**config.mk**
```make
export PLATFORM = sky130hd
export DESIGN_NAME = line_pixel_stepper_flat
export DESIGN_NICKNAME = d
export VERILOG_FILES = /design/src/rtl/lps_pkg.sv /design/src/rtl/lps_ifs.sv /design/src/rtl/lps_setup.sv /design/src/rtl/line_pixel_stepper.sv /design/src/flat_wrapper.sv
export SDC_FILE = /design/constraint.sdc
export NUM_CORES = 1
export LEC_CHECK = 0
export ABC_CLOCK_PERIOD_IN_PS = 8400
export BUFFER_PORTS_ARGS = -buffer_cell sky130_fd_sc_hd__buf_2
export CAP_MARGIN = 10
export CORE_ASPECT_RATIO = 0.6
export CORE_MARGIN = 3
export CORE_UTILIZATION = 65
export DETAILED_ROUTE_END_ITERATION = 6
export PLACE_DENSITY_LB_ADDON = 0.05
export SYNTH_ARGS = -nofsm -noshare
export SYNTH_HDL_FRONTEND = slang
export SYNTH_SLANG_ARGS = --single-unit
```
**constraint.sdc**
```tcl
create_clock -name clk -period 8.4 [get_ports clk]
set_clock_uncertainty 0.15 [all_clocks]
set_input_delay 1.68 -clock clk [delete_from_list [all_inputs] [get_ports clk]]
set_output_delay 1.68 -clock clk [all_outputs]
set_load 0.005 [all_outputs]
```
**src/rtl/lps_pkg.sv**
```systemverilog
// shared constants and codes for the line pixel stepper
`timescale 1ns / 1ps

package lps_pkg;

    // default coordinate width in bits
    localparam int COORD_BITS_DEF = 11;

    // color word width
    localparam int COLOR_BITS = 32;

    // command codes carried by the opcode field
    typedef enum logic
    {
        OP_LOAD = 1'b0,
        OP_STEP = 1'b1
    } lps_op_t;

endpackage

```
**src/rtl/lps_ifs.sv**
```systemverilog
// valid/ready channel interfaces for commands and pixels
`timescale 1ns / 1ps

interface lps_cmd_if #(
    parameter int COORD_BITS = lps_pkg::COORD_BITS_DEF
);
    logic                          valid;
    logic                          ready;
    logic                          opcode;
    logic [COORD_BITS-1:0]         start_x;
    logic [COORD_BITS-1:0]         start_y;
    logic [COORD_BITS-1:0]         end_x;
    logic [COORD_BITS-1:0]         end_y;
    logic [lps_pkg::COLOR_BITS-1:0] line_color;

    modport source (
        output valid, opcode, start_x, start_y, end_x, end_y, line_color,
        input  ready
    );
    modport sink (
        input  valid, opcode, start_x, start_y, end_x, end_y, line_color,
        output ready
    );
endinterface

interface lps_pix_if #(
    parameter int COORD_BITS = lps_pkg::COORD_BITS_DEF
);
    logic                          valid;
    logic                          ready;
    logic [COORD_BITS-1:0]         pixel_x;
    logic [COORD_BITS-1:0]         pixel_y;
    logic [lps_pkg::COLOR_BITS-1:0] pixel_color;
    logic                          last_pixel;

    modport source (
        output valid, pixel_x, pixel_y, pixel_color, last_pixel,
        input  ready
    );
    modport sink (
        input  valid, pixel_x, pixel_y, pixel_color, last_pixel,
        output ready
    );
endinterface

```
**src/rtl/lps_setup.sv**
```systemverilog
// line setup: major axis choice, endpoint ordering and error terms
`timescale 1ns / 1ps

module lps_setup #(
    parameter int COORD_BITS = lps_pkg::COORD_BITS_DEF
) (
    input  logic [COORD_BITS-1:0] start_x,
    input  logic [COORD_BITS-1:0] start_y,
    input  logic [COORD_BITS-1:0] end_x,
    input  logic [COORD_BITS-1:0] end_y,
    output logic                  steep,
    output logic [COORD_BITS-1:0] major_pos,
    output logic [COORD_BITS-1:0] minor_pos,
    output logic [COORD_BITS-1:0] major_end,
    output logic [COORD_BITS-1:0] major_span,
    output logic [COORD_BITS:0]   error_inc,
    output logic [COORD_BITS:0]   error_dec,
    output logic                  minor_dir,
    output logic                  active
);

    logic [COORD_BITS-1:0] dx;
    logic [COORD_BITS-1:0] dy;
    logic [COORD_BITS-1:0] amaj0;
    logic [COORD_BITS-1:0] amaj1;
    logic [COORD_BITS-1:0] amin0;
    logic [COORD_BITS-1:0] amin1;
    logic [COORD_BITS-1:0] min1;
    logic [COORD_BITS-1:0] minor_delta;
    logic                  swap;

    // endpoint distances on both axes
    assign dx    = (end_x >= start_x) ? end_x - start_x : start_x - end_x;
    assign dy    = (end_y >= start_y) ? end_y - start_y : start_y - end_y;
    assign steep = dx < dy;

    // map onto major and minor axes
    assign amaj0 = steep ? start_y : start_x;
    assign amaj1 = steep ? end_y   : end_x;
    assign amin0 = steep ? start_x : start_y;
    assign amin1 = steep ? end_x   : end_y;

    // order so the major coordinate rises
    assign swap      = amaj1 < amaj0;
    assign major_pos = swap ? amaj1 : amaj0;
    assign major_end = swap ? amaj0 : amaj1;
    assign minor_pos = swap ? amin1 : amin0;
    assign min1      = swap ? amin0 : amin1;

    // error terms
    assign major_span  = major_end - major_pos;
    assign minor_delta = (min1 >= minor_pos) ? min1 - minor_pos : minor_pos - min1;
    assign error_inc   = {minor_delta, 1'b0};
    assign error_dec   = {major_span, 1'b0};
    assign minor_dir   = min1 > minor_pos;
    assign active      = major_span != '0;

endmodule

```
**src/rtl/line_pixel_stepper.sv**
```systemverilog
// top level of the bresenham line pixel stepper
//
//  channel | dir | payload                                        | beat
//  cmd     | in  | opcode, start_x/y, end_x/y, line_color          | load or step
//  pixel   | out | pixel_x, pixel_y, pixel_color, last_pixel      | one pixel
//
// one command beat per clock while cmd.ready is high; a step while a line is active gives its pixel
// on the next cycle from the output register
// loads and steps while idle give no pixel
// cmd.ready drops only while a pixel waits and pixel.ready is low
// reset clears the active line flag and the output valid flag
`timescale 1ns / 1ps

module line_pixel_stepper #(
    parameter int COORD_BITS = lps_pkg::COORD_BITS_DEF
) (
    input  logic      clk,
    input  logic      rst_n,
    lps_cmd_if.sink   cmd,
    lps_pix_if.source pixel
);

    localparam int EW = COORD_BITS + 3;

    // line state
    logic                          busy_reg;
    logic                          busy_next;
    logic                          steep_reg;
    logic                          steep_next;
    logic [COORD_BITS-1:0]         major_pos_reg;
    logic [COORD_BITS-1:0]         major_pos_next;
    logic [COORD_BITS-1:0]         minor_pos_reg;
    logic [COORD_BITS-1:0]         minor_pos_next;
    logic [COORD_BITS-1:0]         major_end_reg;
    logic [COORD_BITS-1:0]         major_end_next;
    logic [COORD_BITS-1:0]         major_span_reg;
    logic [COORD_BITS-1:0]         major_span_next;
    logic [EW-1:0]                 error_acc_reg;
    logic [EW-1:0]                 error_acc_next;
    logic [COORD_BITS:0]           error_inc_reg;
    logic [COORD_BITS:0]           error_inc_next;
    logic [COORD_BITS:0]           error_dec_reg;
    logic [COORD_BITS:0]           error_dec_next;
    logic                          minor_dir_reg;
    logic                          minor_dir_next;
    logic [lps_pkg::COLOR_BITS-1:0] color_reg;
    logic [lps_pkg::COLOR_BITS-1:0] color_next;

    // output register
    logic                          out_valid_reg;
    logic                          out_valid_next;
    logic [COORD_BITS-1:0]         pixel_x_reg;
    logic [COORD_BITS-1:0]         pixel_x_next;
    logic [COORD_BITS-1:0]         pixel_y_reg;
    logic [COORD_BITS-1:0]         pixel_y_next;
    logic [lps_pkg::COLOR_BITS-1:0] pixel_color_reg;
    logic [lps_pkg::COLOR_BITS-1:0] pixel_color_next;
    logic                          last_pixel_reg;
    logic                          last_pixel_next;

    // setup results
    logic                          su_steep;
    logic [COORD_BITS-1:0]         su_major_pos;
    logic [COORD_BITS-1:0]         su_minor_pos;
    logic [COORD_BITS-1:0]         su_major_end;
    logic [COORD_BITS-1:0]         su_major_span;
    logic [COORD_BITS:0]           su_error_inc;
    logic [COORD_BITS:0]           su_error_dec;
    logic                          su_minor_dir;
    logic                          su_active;

    // step datapath
    logic                          cmd_fire;
    logic                          is_load;
    logic                          step_fire;
    logic                          last;
    logic [EW-1:0]                 acc_sum;
    logic                          minor_move;

    lps_setup #(
        .COORD_BITS (COORD_BITS)
    ) u_setup (
        .start_x    (cmd.start_x),
        .start_y    (cmd.start_y),
        .end_x      (cmd.end_x),
        .end_y      (cmd.end_y),
        .steep      (su_steep),
        .major_pos  (su_major_pos),
        .minor_pos  (su_minor_pos),
        .major_end  (su_major_end),
        .major_span (su_major_span),
        .error_inc  (su_error_inc),
        .error_dec  (su_error_dec),
        .minor_dir  (su_minor_dir),
        .active     (su_active)
    );

    // handshake
    assign cmd.ready = !out_valid_reg || pixel.ready;
    assign cmd_fire  = cmd.valid && cmd.ready;
    assign is_load   = cmd.opcode == lps_pkg::OP_LOAD;
    assign step_fire = cmd_fire && !is_load && busy_reg;

    // error update and end detect
    assign last       = ({1'b0, major_pos_reg} + (COORD_BITS+1)'(1)) == {1'b0, major_end_reg};
    assign acc_sum    = error_acc_reg + {2'b00, error_inc_reg};
    assign minor_move = $signed(acc_sum) > $signed({3'b000, major_span_reg});

    // next state
    always_comb
    begin
        busy_next        = busy_reg;
        steep_next       = steep_reg;
        major_pos_next   = major_pos_reg;
        minor_pos_next   = minor_pos_reg;
        major_end_next   = major_end_reg;
        major_span_next  = major_span_reg;
        error_acc_next   = error_acc_reg;
        error_inc_next   = error_inc_reg;
        error_dec_next   = error_dec_reg;
        minor_dir_next   = minor_dir_reg;
        color_next       = color_reg;
        out_valid_next   = out_valid_reg && !pixel.ready;
        pixel_x_next     = pixel_x_reg;
        pixel_y_next     = pixel_y_reg;
        pixel_color_next = pixel_color_reg;
        last_pixel_next  = last_pixel_reg;

        if (cmd_fire && is_load)
        begin
            busy_next       = su_active;
            steep_next      = su_steep;
            major_pos_next  = su_major_pos;
            minor_pos_next  = su_minor_pos;
            major_end_next  = su_major_end;
            major_span_next = su_major_span;
            error_acc_next  = '0;
            error_inc_next  = su_error_inc;
            error_dec_next  = su_error_dec;
            minor_dir_next  = su_minor_dir;
            color_next      = cmd.line_color;
        end
        else if (step_fire)
        begin
            out_valid_next   = 1'b1;
            pixel_x_next     = steep_reg ? minor_pos_reg : major_pos_reg;
            pixel_y_next     = steep_reg ? major_pos_reg : minor_pos_reg;
            pixel_color_next = color_reg;
            last_pixel_next  = last;

            if (minor_move)
            begin
                minor_pos_next = minor_dir_reg ? minor_pos_reg + COORD_BITS'(1)
                                               : minor_pos_reg - COORD_BITS'(1);
                error_acc_next = acc_sum - {2'b00, error_dec_reg};
            end
            else
            begin
                error_acc_next = acc_sum;
            end
            major_pos_next = major_pos_reg + COORD_BITS'(1);
            if (last)
            begin
                busy_next = 1'b0;
            end
        end
    end

    // control registers
    always_ff @(posedge clk or negedge rst_n)
    begin
        if (!rst_n)
        begin
            busy_reg      <= 1'b0;
            out_valid_reg <= 1'b0;
        end
        else
        begin
            busy_reg      <= busy_next;
            out_valid_reg <= out_valid_next;
        end
    end

    // line and pixel payload registers
    always_ff @(posedge clk)
    begin
        steep_reg       <= steep_next;
        major_pos_reg   <= major_pos_next;
        minor_pos_reg   <= minor_pos_next;
        major_end_reg   <= major_end_next;
        major_span_reg  <= major_span_next;
        error_acc_reg   <= error_acc_next;
        error_inc_reg   <= error_inc_next;
        error_dec_reg   <= error_dec_next;
        minor_dir_reg   <= minor_dir_next;
        color_reg       <= color_next;
        pixel_x_reg     <= pixel_x_next;
        pixel_y_reg     <= pixel_y_next;
        pixel_color_reg <= pixel_color_next;
        last_pixel_reg  <= last_pixel_next;
    end

    // output drive
    assign pixel.valid       = out_valid_reg;
    assign pixel.pixel_x     = pixel_x_reg;
    assign pixel.pixel_y     = pixel_y_reg;
    assign pixel.pixel_color = pixel_color_reg;
    assign pixel.last_pixel  = last_pixel_reg;

`ifndef SYNTHESIS
    // a new pixel only follows a step taken on an active line
    assert property (@(posedge clk) disable iff (!rst_n)
        $rose(out_valid_reg) |-> $past(step_fire))
        else $error("pixel appeared without an active step");

    // an active line never reaches its end coordinate
    assert property (@(posedge clk) disable iff (!rst_n)
        busy_reg |-> (major_pos_reg < major_end_reg))
        else $error("major position ran past line end");

    // error stays within the span band while a line is active
    assert property (@(posedge clk) disable iff (!rst_n)
        busy_reg |-> (($signed(error_acc_reg) <= $signed({3'b000, major_span_reg}))
                  && (($signed(error_acc_reg) + $signed({3'b000, major_span_reg})) > 0)))
        else $error("error accumulator out of range");

    // the last pixel ends the line
    assert property (@(posedge clk) disable iff (!rst_n)
        (step_fire && last) |=> !busy_reg)
        else $error("line still active after last pixel");
`endif

endmodule

```
**src/flat_wrapper.sv**
```systemverilog
// flat-port wrapper written by rule: the top's interface ports become plain ports
module line_pixel_stepper_flat 
#(
    parameter int COORD_BITS = lps_pkg::COORD_BITS_DEF
)
  (clk, rst_n, cmd_valid, cmd_opcode, cmd_start_x, cmd_start_y, cmd_end_x, cmd_end_y, cmd_line_color, cmd_ready, pixel_valid, pixel_pixel_x, pixel_pixel_y, pixel_pixel_color, pixel_last_pixel, pixel_ready);
  lps_cmd_if #(.COORD_BITS(COORD_BITS)) cmd_i ();
  lps_pix_if #(.COORD_BITS(COORD_BITS)) pixel_i ();
  input  logic clk;
  input  logic rst_n;
  input wire logic [$bits(cmd_i.valid)-1:0] cmd_valid;
  input wire logic [$bits(cmd_i.opcode)-1:0] cmd_opcode;
  input wire logic [$bits(cmd_i.start_x)-1:0] cmd_start_x;
  input wire logic [$bits(cmd_i.start_y)-1:0] cmd_start_y;
  input wire logic [$bits(cmd_i.end_x)-1:0] cmd_end_x;
  input wire logic [$bits(cmd_i.end_y)-1:0] cmd_end_y;
  input wire logic [$bits(cmd_i.line_color)-1:0] cmd_line_color;
  output wire logic [$bits(cmd_i.ready)-1:0] cmd_ready;
  output wire logic [$bits(pixel_i.valid)-1:0] pixel_valid;
  output wire logic [$bits(pixel_i.pixel_x)-1:0] pixel_pixel_x;
  output wire logic [$bits(pixel_i.pixel_y)-1:0] pixel_pixel_y;
  output wire logic [$bits(pixel_i.pixel_color)-1:0] pixel_pixel_color;
  output wire logic [$bits(pixel_i.last_pixel)-1:0] pixel_last_pixel;
  input wire logic [$bits(pixel_i.ready)-1:0] pixel_ready;
  assign cmd_i.valid = cmd_valid;
  assign cmd_i.opcode = cmd_opcode;
  assign cmd_i.start_x = cmd_start_x;
  assign cmd_i.start_y = cmd_start_y;
  assign cmd_i.end_x = cmd_end_x;
  assign cmd_i.end_y = cmd_end_y;
  assign cmd_i.line_color = cmd_line_color;
  assign cmd_ready = cmd_i.ready;
  assign pixel_valid = pixel_i.valid;
  assign pixel_pixel_x = pixel_i.pixel_x;
  assign pixel_pixel_y = pixel_i.pixel_y;
  assign pixel_pixel_color = pixel_i.pixel_color;
  assign pixel_last_pixel = pixel_i.last_pixel;
  assign pixel_i.ready = pixel_ready;
  line_pixel_stepper #(.COORD_BITS(COORD_BITS)) u_core (.clk(clk), .rst_n(rst_n), .cmd(cmd_i), .pixel(pixel_i));
endmodule
```
==> results of run 1 <==
[stage by stage]
stage	std cells	hold WS, ns	TNS, ns	area (µm²)	utilization
CTS	1966	0.270	-14.56	17200	0.934
floorplan	1279	0.250	-16.18	12900	-
detailed placement	1900	0.255	-45.70	15700	0.852
global placement	1900	0.250	-36.42	15700	0.852
[routing by layer]
metal  track usage  overflow
met5         0.452         3
met2          1.21      1008
met3         0.762        10
met1         0.886        28
met4          1.09       365
[cells by family after synthesis]
group,after synthesis,share of synthesized area
DFF,159,0.371
buffers and inverters,163,0.0502
muxes,105,0.0869
xor gates and xnor gates,81,0.0568
adders and majority gates,140,0.145
and+or+nand+nor,305,0.115
AOI/OAI and AO/OA,326,0.176
[synth_stat cells, types with 17 or more instances]
| cell | number |
|---|---|
| sky130_fd_sc_hd__nand2_1 | 111 |
| sky130_fd_sc_hd__edfxtp_1 | 144 |
| sky130_fd_sc_hd__nor3_1 | 17 |
| sky130_fd_sc_hd__nand3_1 | 29 |
| sky130_fd_sc_hd__mux2i_1 | 77 |
| sky130_fd_sc_hd__xor2_1 | 26 |
| sky130_fd_sc_hd__mux2_2 | 28 |
| sky130_fd_sc_hd__o21ai_0 | 58 |
| sky130_fd_sc_hd__nor2_1 | 64 |
| sky130_fd_sc_hd__a21o_1 | 46 |
| sky130_fd_sc_hd__inv_1 | 122 |
| sky130_fd_sc_hd__clkbuf_1 | 20 |
| sky130_fd_sc_hd__xnor2_1 | 55 |
| sky130_fd_sc_hd__ha_1 | 125 |
| sky130_fd_sc_hd__a21oi_1 | 96 |
[timing repair]
item                       CTS
hold buffers                 0
pin swaps                   52
gates cloned                 1
setup buffers               34
gates resized for setup    123
setup endpoints to repair   35
==> run_summary.xml, run 1 <==
<?xml version="1.0" encoding="UTF-8"?>
<metrics>
  <group name="outcome">
    <metric name="outcome" unit="">aborted with a tool error</metric>
    <metric name="flow.stopped_at" unit="">global routing (5_1_grt)</metric>
    <metric name="first_error_in_the_log" unit="">[ERROR GRT-0232] Routing congestion too high. Check the congestion heatmap in the GUI.</metric>
  </group>
  <group name="yosys">
    <metric name="post_synth_inst_count" unit="">1279</metric>
    <metric name="ys_warn_count" unit="">0</metric>
    <metric name="synth.distinct_cells" unit="">80</metric>
    <metric name="share_of_the_synthesized_area_in_the_top_cell_type" unit="">0.346</metric>
    <metric name="ys_seq_elements" unit="">159</metric>
    <metric name="synth.area.top_cells" unit="">sky130_fd_sc_hd__edfxtp_1, sky130_fd_sc_hd__ha_1, sky130_fd_sc_hd__mux2i_1</metric>
    <metric name="ys_seq_area_frac" unit="">0.371</metric>
    <metric name="syn_nets" unit="">1494</metric>
    <metric name="ys_async_sr_fraction" unit="">0.0126</metric>
    <metric name="synth_flop_cell" unit="">sky130_fd_sc_hd__edfxtp_1</metric>
    <metric name="post-synth-top-area-cell" unit="">sky130_fd_sc_hd__edfxtp_1</metric>
    <metric name="netlist_area" unit="µm²">12500</metric>
    <metric name="post_synth_edffs" unit="">144</metric>
    <metric name="synth_area_per_cell" unit="µm²">9.77</metric>
  </group>
  <group name="sta">
    <metric name="timing.worst_endpoint.kind" unit="">sequential cell input</metric>
    <metric name="postGrtWorstEndpoint" unit="">u_core.busy_reg$_DFFE_PN0P_/D</metric>
  </group>
  <group name="grt">
    <metric name="total_global_route_track_usage" unit="">0.967</metric>
    <metric name="gr-total-overflow" unit="">1414</metric>
    <metric name="grt_max_degree" unit="">76</metric>
  </group>
  <group name="clocking">
    <metric name="cts_buffer_depth" unit="">2</metric>
    <metric name="cts.sinks" unit="">159</metric>
    <metric name="total_clock_buffers_created_by_cts" unit="">17</metric>
    <metric name="clock_tree.htree_level_count" unit="">4</metric>
    <metric name="clk_root_buffer_cell" unit="">sky130_fd_sc_hd__clkbuf_16</metric>
  </group>
  <group name="die">
    <metric name="die-width" unit="µm">185</metric>
    <metric name="floorplan.initialDensity" unit="">0.678</metric>
    <metric name="boundaryPins" unit="">138</metric>
    <metric name="fp-row-count" unit="">38</metric>
    <metric name="die_h" unit="µm">113</metric>
  </group>
  <group name="placement">
    <metric name="dp.final_hpwl" unit="µm">33200</metric>
    <metric name="place_congestion" unit="">1.03</metric>
    <metric name="buffer_ports.inserted" unit="">137</metric>
    <metric name="preCtsSetupSlack" unit="ns">-2.25</metric>
  </group>
</metrics>
==> run 2: changes to the inputs <==
--- a/config.mk
+++ b/config.mk
@@ -8,11 +8,10 @@
 export ABC_CLOCK_PERIOD_IN_PS = 8400
 export BUFFER_PORTS_ARGS = -buffer_cell sky130_fd_sc_hd__buf_2
 export CAP_MARGIN = 10
-export CORE_ASPECT_RATIO = 0.6
 export CORE_MARGIN = 3
-export CORE_UTILIZATION = 65
+export CORE_UTILIZATION = 40
 export DETAILED_ROUTE_END_ITERATION = 6
-export PLACE_DENSITY_LB_ADDON = 0.05
+export PLACE_DENSITY_LB_ADDON = 0.15
 export SYNTH_ARGS = -nofsm -noshare
 export SYNTH_HDL_FRONTEND = slang
 export SYNTH_SLANG_ARGS = --single-unit
==> run 2 against run 1 <==
The flow now finishes, with violations (negative setup slack). Area after synthesis is the same. Synthesized cell count is the same.
==> run_summary.xml, run 2 <==
<?xml version="1.0" encoding="UTF-8"?>
<metrics>
  <group name="yosys">
    <metric name="share_of_the_synthesized_area_in_the_top_cell_type" unit="">0.346</metric>
    <metric name="post_synth_inst_count" unit="">1279</metric>
    <metric name="synth_top_cells_by_count" unit="">sky130_fd_sc_hd__edfxtp_1, sky130_fd_sc_hd__ha_1, sky130_fd_sc_hd__inv_1, sky130_fd_sc_hd__nand2_1, sky130_fd_sc_hd__a21oi_1</metric>
    <metric name="post-synth-top-area-cell" unit="">sky130_fd_sc_hd__edfxtp_1</metric>
    <metric name="post_synth_edffs" unit="">144</metric>
    <metric name="ys_seq_area_frac" unit="">0.371</metric>
    <metric name="synth_area_per_cell" unit="µm²">9.77</metric>
    <metric name="synth.area.top_cells" unit="">sky130_fd_sc_hd__edfxtp_1, sky130_fd_sc_hd__ha_1, sky130_fd_sc_hd__mux2i_1</metric>
    <metric name="ys_seq_elements" unit="">159</metric>
    <metric name="netlist_area" unit="µm²">12500</metric>
    <metric name="synth_most_common_cell" unit="">sky130_fd_sc_hd__edfxtp_1</metric>
    <metric name="synth_flop_cell" unit="">sky130_fd_sc_hd__edfxtp_1</metric>
    <metric name="ys_warn_count" unit="">0</metric>
    <metric name="ys_async_sr_fraction" unit="">0.0126</metric>
    <metric name="synth.distinct_cells" unit="">80</metric>
    <metric name="syn_nets" unit="">1494</metric>
  </group>
  <group name="sta">
    <metric name="tightest_slew" unit="ns">0.996</metric>
    <metric name="hold_viol_final" unit="">0</metric>
    <metric name="timing.slew.headroom" unit="">0.332</metric>
    <metric name="timing.final.max_slew_violations" unit="">0</metric>
    <metric name="final_setup_violation_count" unit="">15</metric>
    <metric name="unrepaired_setup_endpoints_after_global_routing" unit="">true</metric>
    <metric name="layout_worst_path_cycle_share" unit="">1.10</metric>
    <metric name="clock.fmax" unit="MHz">108</metric>
    <metric name="timing.setup.tns" unit="ns">-9.30</metric>
    <metric name="finalWorstPathRequiredPeriod" unit="ns">9.23</metric>
    <metric name="post-route-worst-setup-slack" unit="ns">-0.826</metric>
  </group>
  <group name="critical_path">
    <metric name="worst_setup_path_startpoint" unit="">cmd_end_x[1]</metric>
    <metric name="startpoint_type" unit="">input pin</metric>
    <metric name="crit_path_end" unit="">u_core.busy_reg</metric>
    <metric name="regToRegSetupSlack" unit="ns">2.67</metric>
    <metric name="critPathCaptureType" unit="">flip-flop</metric>
    <metric name="worstPathBufferInverterCount" unit="">8</metric>
    <metric name="cp_top_family" unit="">compound AO/OA/AOI/OAI gates</metric>
    <metric name="crit_path_max_incr_delay" unit="ns">0.47</metric>
    <metric name="data_arrival_time_at_the_worst_slack_endpoint" unit="ns">9.39</metric>
    <metric name="crit_type" unit="">input pin to flip-flop</metric>
    <metric name="worstPathMaxFanout" unit="">5</metric>
    <metric name="worst-endpoint-required" unit="ns">8.57</metric>
    <metric name="r2r-end" unit="">u_core.minor_pos_reg[6]</metric>
    <metric name="critical-path-slowest-cell" unit="">sky130_fd_sc_hd__or4_1</metric>
    <metric name="timing.critical_path.mode_cell" unit="">sky130_fd_sc_hd__ha_4</metric>
    <metric name="timing.rr.start" unit="">u_core.error_inc_reg[1]</metric>
    <metric name="critical_path_cell_count" unit="">46</metric>
    <metric name="r2r_cells" unit="">17</metric>
  </group>
  <group name="routing">
    <metric name="routed_wire_length" unit="µm">40400</metric>
    <metric name="drt_pass1_iterations" unit="">5</metric>
    <metric name="antenna_violating_nets_post_route" unit="">0</metric>
    <metric name="total_drc_errors_in_the_routed_layout" unit="">0</metric>
    <metric name="dr.first_iter.drc_count" unit="">610</metric>
    <metric name="vias" unit="">11400</metric>
    <metric name="vias_per_cell" unit="">5.24</metric>
    <metric name="drt-wirelength-per-cell" unit="µm">18.6</metric>
  </group>
  <group name="placement">
    <metric name="place_congestion" unit="">0.945</metric>
    <metric name="post-place-cells" unit="">2070</metric>
    <metric name="dp.final_hpwl" unit="µm">31400</metric>
    <metric name="dpl-instance-area" unit="µm²">16000</metric>
    <metric name="buffer_ports.inserted" unit="">137</metric>
  </group>
  <group name="die">
    <metric name="die_h" unit="µm">183</metric>
    <metric name="fp-row-count" unit="">64</metric>
    <metric name="coreArea" unit="µm²">30700</metric>
    <metric name="floorplan.initialDensity" unit="">0.408</metric>
    <metric name="boundaryPins" unit="">138</metric>
    <metric name="die-width" unit="µm">183</metric>
    <metric name="design.die.area" unit="µm²">33400</metric>
  </group>
  <group name="clocking">
    <metric name="cts_buffer_depth" unit="">2</metric>
    <metric name="clk_root_buffer_cell" unit="">sky130_fd_sc_hd__clkbuf_16</metric>
    <metric name="cts.sinks" unit="">159</metric>
    <metric name="total_clock_buffers_created_by_cts" unit="">17</metric>
    <metric name="clkTransAtPathRegs" unit="ns">0.07</metric>
    <metric name="cts.hold.buffers_added" unit="">0</metric>
    <metric name="clock_tree.htree_level_count" unit="">4</metric>
    <metric name="clk_latency" unit="ns">0.44</metric>
    <metric name="clock_tree_from_tritoncts" unit="">done</metric>
  </group>
  <group name="cells_and_area">
    <metric name="layout.nets" unit="">1975</metric>
    <metric name="commonest_cells_after_routing_fill_and_taps_aside" unit="">sky130_fd_sc_hd__buf_4, sky130_fd_sc_hd__edfxtp_1, sky130_fd_sc_hd__buf_2</metric>
    <metric name="final_area" unit="µm²">18100</metric>
    <metric name="flow.area_growth_from_synthesis" unit="%">44.8</metric>
    <metric name="antenna_diode_count" unit="">0</metric>
    <metric name="post_route_utilization" unit="">0.590</metric>
    <metric name="stdcell_count" unit="">2169</metric>
    <metric name="drive_above_1_share" unit="">0.417</metric>
    <metric name="layout.cells.most_common" unit="">sky130_fd_sc_hd__buf_4</metric>
  </group>
  <group name="grt">
    <metric name="grt_pass1_vias" unit="">11500</metric>
    <metric name="grt_pass1_wl" unit="µm">62000</metric>
    <metric name="total_global_route_track_usage" unit="">0.236</metric>
    <metric name="gr-total-overflow" unit="">0</metric>
    <metric name="antenna_violations_before_repair" unit="">0</metric>
    <metric name="grt_max_degree" unit="">63</metric>
  </group>
  <group name="outcome">
    <metric name="violations" unit="">negative setup slack</metric>
    <metric name="outcome" unit="">complete, but fails checks</metric>
  </group>
  <group name="run">
    <metric name="maxCapViolCount" unit="">0</metric>
  </group>
  <group name="hold_path">
    <metric name="worstHoldPathType" unit="">flip-flop to flip-flop</metric>
  </group>
</metrics>
[run 2: metal layers]
layer  global-route usage  wire, µm
met4               0.0971      1800
met3               0.0317      1630
met5                    0         0
met1                0.299     17500
met2                0.409     19500
[run 2: final cells by class]
cell class / instances / area [µm²]
clock buffers: 18 / 429
clock inverters: 14 / 128
fillers: 2646 / 12600
inverters: 125 / 482
multi-input cells: 957 / 8360
flip-flops and latches: 159 / 4630
well taps: 396 / 495
repair buffers: 500 / 3570
[run 2: logic make-up (layout without fill, tap and decap cells)]
family / Yosys count / count (layout) / share of synthesized area
compound gates: 326 / 326 / 0.176
simple gates: 305 / 305 / 0.115
buf+inv: 163 / 657 / 0.0502
flops: 159 / 159 / 0.371
fa+ha+maj: 140 / 140 / 0.145
mux: 105 / 105 / 0.0869
xor+xnor: 81 / 81 / 0.0568
[run 2: what timing repair did]
| item | in CTS | in global routing |
|---|---|---|
| resized for setup | 139 | 79 |
| buffers inserted | 53 | 21 |
| pin swaps | 65 | 53 |
| gates cloned | 0 | 0 |
| endpoints found under the setup margin | 18 | 19 |
[run 2: stage by stage]
step	hold WS [ns]	setup WS [ns]
final	0.265	-0.826
after CTS	0.266	-0.713
after floorplan	0.250	-1.50
after detailed placement	0.255	-1.73
after global routing	0.270	-1.12
after global placement	0.251	-1.55
[run 2: worst min path at each step]
stage,from,end,slack (ns),cells past startpoint
detailed placement,u_core.color_reg[19],u_core.pixel.pixel_color[19],0.25,0
finish,u_core.color_reg[19],u_core.pixel.pixel_color[19],0.26,0
global placement,u_core.color_reg[6],u_core.pixel.pixel_color[6],0.25,0
global route,u_core.color_reg[2],u_core.pixel.pixel_color[2],0.27,0
CTS,u_core.color_reg[2],u_core.pixel.pixel_color[2],0.27,0
floorplan,u_core.color_reg[0],u_core.pixel.pixel_color[0],0.25,0
Power of run 2 is not shown: default switching activity piles up to over one toggle a cycle in this logic, so the estimate is an artifact.
==> run 3: changes to the inputs <==
--- a/config.mk
+++ b/config.mk
@@ -8,6 +8,7 @@
 export ABC_CLOCK_PERIOD_IN_PS = 8400
 export BUFFER_PORTS_ARGS = -buffer_cell sky130_fd_sc_hd__buf_2
 export CAP_MARGIN = 10
+export CORE_ASPECT_RATIO = 0.7
 export CORE_MARGIN = 3
 export CORE_UTILIZATION = 40
 export DETAILED_ROUTE_END_ITERATION = 6
==> run 3 against run 2 <==
The run still ends with negative setup slack left. Sequential cell count is the same. Non-clock buffer count fell by 38. Hold slack improved by 0.0053 ns. Die area up 0.10%. Setup slack got worse by 0.22 ns. Utilization is 0.42 points lower. Clock-buffer cell count is 1 lower. Critical path depth is 7 lower. Via count is 2.0% higher. Design area fell by 1.7%.
==> run_summary.xml, run 3 (same netlist as run 2, synthesis figures left out) <==
<?xml version="1.0" encoding="UTF-8"?>
<metrics>
  <group name="grt">
    <metric name="gr-total-overflow" unit="">0</metric>
    <metric name="grt_max_degree" unit="">72</metric>
    <metric name="grt_pass1_wl" unit="µm">63200</metric>
    <metric name="grtUsageMet1" unit="">0.397</metric>
    <metric name="antenna_violations_before_repair" unit="">0</metric>
    <metric name="grt-busiest-layer" unit="">met1</metric>
    <metric name="total_global_route_track_usage" unit="">0.243</metric>
    <metric name="grt_pass1_vias" unit="">11000</metric>
    <metric name="grt_util_met2" unit="">0.335</metric>
    <metric name="grt.met3_usage" unit="">0.0462</metric>
  </group>
  <group name="placement">
    <metric name="dp.final_hpwl" unit="µm">32200</metric>
    <metric name="buffer_ports.inserted" unit="">137</metric>
    <metric name="place_congestion" unit="">0.949</metric>
  </group>
  <group name="clocking">
    <metric name="cts.hold.buffers_added" unit="">0</metric>
    <metric name="cts.sinks" unit="">159</metric>
    <metric name="clkTransAtPathRegs" unit="ns">0.07</metric>
    <metric name="clock_tree_from_tritoncts" unit="">done</metric>
    <metric name="clock_tree.htree_level_count" unit="">4</metric>
    <metric name="clk_root_buffer_cell" unit="">sky130_fd_sc_hd__clkbuf_16</metric>
    <metric name="cts_buffer_depth" unit="">2</metric>
    <metric name="total_clock_buffers_created_by_cts" unit="">17</metric>
    <metric name="clk_latency" unit="ns">0.43</metric>
  </group>
  <group name="cells_and_area">
    <metric name="layout.cells.most_common" unit="">sky130_fd_sc_hd__buf_4</metric>
    <metric name="flow.area_growth_from_synthesis" unit="%">42.3</metric>
    <metric name="antenna_diode_count" unit="">0</metric>
    <metric name="commonest_cells_after_routing_fill_and_taps_aside" unit="">sky130_fd_sc_hd__buf_4, sky130_fd_sc_hd__edfxtp_1, sky130_fd_sc_hd__buf_2</metric>
    <metric name="multi_input_area" unit="µm²">8290</metric>
    <metric name="layout.nets" unit="">1937</metric>
    <metric name="post_route_utilization" unit="">0.586</metric>
    <metric name="nFillCells" unit="">2653</metric>
    <metric name="regArea" unit="µm²">4630</metric>
    <metric name="drive_above_1_share" unit="">0.402</metric>
  </group>
  <group name="die">
    <metric name="floorplan.initialDensity" unit="">0.412</metric>
    <metric name="die-width" unit="µm">217</metric>
    <metric name="boundaryPins" unit="">138</metric>
    <metric name="die_h" unit="µm">154</metric>
    <metric name="design.die.area" unit="µm²">33400</metric>
    <metric name="fp-row-count" unit="">53</metric>
    <metric name="coreArea" unit="µm²">30400</metric>
  </group>
  <group name="sta">
    <metric name="timing.final.max_slew_violations" unit="">0</metric>
    <metric name="tightest_slew" unit="ns">0.997</metric>
    <metric name="post-route-worst-setup-slack" unit="ns">-1.04</metric>
    <metric name="timing.setup.tns" unit="ns">-10.88</metric>
    <metric name="timing.slew.headroom" unit="">0.330</metric>
    <metric name="finalWorstPathRequiredPeriod" unit="ns">9.44</metric>
    <metric name="unrepaired_setup_endpoints_after_global_routing" unit="">true</metric>
    <metric name="final_setup_violation_count" unit="">17</metric>
    <metric name="layout_worst_path_cycle_share" unit="">1.12</metric>
    <metric name="clock.fmax" unit="MHz">106</metric>
    <metric name="hold_viol_final" unit="">0</metric>
  </group>
  <group name="critical_path">
    <metric name="worst-endpoint-required" unit="ns">8.56</metric>
    <metric name="worstPathMaxFanout" unit="">8</metric>
    <metric name="data_arrival_time_at_the_worst_slack_endpoint" unit="ns">9.60</metric>
    <metric name="crit_type" unit="">input pin to flip-flop</metric>
    <metric name="startpoint_type" unit="">input pin</metric>
    <metric name="critical-path-slowest-cell" unit="">sky130_fd_sc_hd__or4_1</metric>
    <metric name="critPathCaptureType" unit="">flip-flop</metric>
    <metric name="crit_path_max_incr_delay" unit="ns">0.53</metric>
    <metric name="timing.critical_path.mode_cell" unit="">sky130_fd_sc_hd__buf_4</metric>
  </group>
  <group name="routing">
    <metric name="dr.first_iter.drc_count" unit="">998</metric>
    <metric name="routed_wire_length" unit="µm">41600</metric>
    <metric name="vias" unit="">11600</metric>
    <metric name="vias_per_cell" unit="">5.40</metric>
    <metric name="drt_pass1_iterations" unit="">5</metric>
    <metric name="antenna_violating_nets_post_route" unit="">0</metric>
    <metric name="total_drc_errors_in_the_routed_layout" unit="">0</metric>
    <metric name="drt-wirelength-per-cell" unit="µm">19.4</metric>
  </group>
  <group name="run">
    <metric name="maxCapViolCount" unit="">0</metric>
  </group>
  <group name="outcome">
    <metric name="outcome" unit="">complete, but fails checks</metric>
    <metric name="violations" unit="">negative setup slack</metric>
  </group>
  <group name="hold_path">
    <metric name="worstHoldPathType" unit="">flip-flop to flip-flop</metric>
  </group>
</metrics>
==> run 3: cell types whose count changed in the layout (fill, tap and decap cells not counted), sizes merged <==
cell	previous run	this run
buf	500	461
inv	130	131
clkinvlp	2	3
clkinv	7	6
==> run 3: metal layers <==
metal  vias to the layer above  share of wire
met3                        24          0.083
li1                       5556              -
met5                         -              0
met1                      5605           0.51
met2                       415           0.40
met4                         0         0.0080
==> run 3: layout make-up <==
class / count / share of cell area
clock buffers: 17 / 0.0239
clock inverters: 15 / 0.00802
inverters: 125 / 0.0271
multi-input cells: 957 / 0.466
flip-flops and latches: 159 / 0.260
well taps: 412 / 0.0290
repair buffers: 462 / 0.186
==> run 3: final timing paths <==
path | slack (ns) | from | end | cells after the start
setup / recovery | -1.04 | cmd_end_x[0] | u_core.busy_reg | 39
hold / removal | 0.27 | u_core.color_reg[17] | u_core.pixel.pixel_color[17] | 0
setup reg to reg | 2.57 | u_core.error_inc_reg[1] | u_core.minor_pos_reg[5] | 18
hold reg to reg | 0.27 | u_core.color_reg[17] | u_core.pixel.pixel_color[17] | 0
max in group asynchronous | 7.11 | rst_n | u_core.busy_reg | 1
min in group asynchronous | 0.88 | rst_n | u_core.pixel.valid | 1
==> run 3: timing repair <==
action	4_1_cts	5_1_grt
cloned	0	1
pin swaps	50	75
buffers inserted	24	23
hold endpoints to repair	0	0
gates resized for setup	98	99
setup endpoints to repair	18	20
==> run 3: worst max-delay path: cells and delay by family <==
family	cells	cell delay, ns
and+or+nand+nor	10	2.45
adders and majority gates	4	1.04
AOI/OAI and AO/OA	14	2.92
buffers and inverters	9	1.21
xor gates and xnor gates	2	0.27
==> run 3: per-stage QoR <==
step                      setup slack [ns]  hold slack [ns]  area, µm²  instances
after floorplan                      -1.50            0.250      12900       1279
after global placement               -1.82            0.251      16000       2078
after detailed placement             -1.86            0.255      16000       2078
after CTS                            -1.01            0.272      17200       2133
after global routing                 -1.31            0.276      17800       2147
final                                -1.04            0.270      17800       2147
Power of run 3 is left out for the same reason.
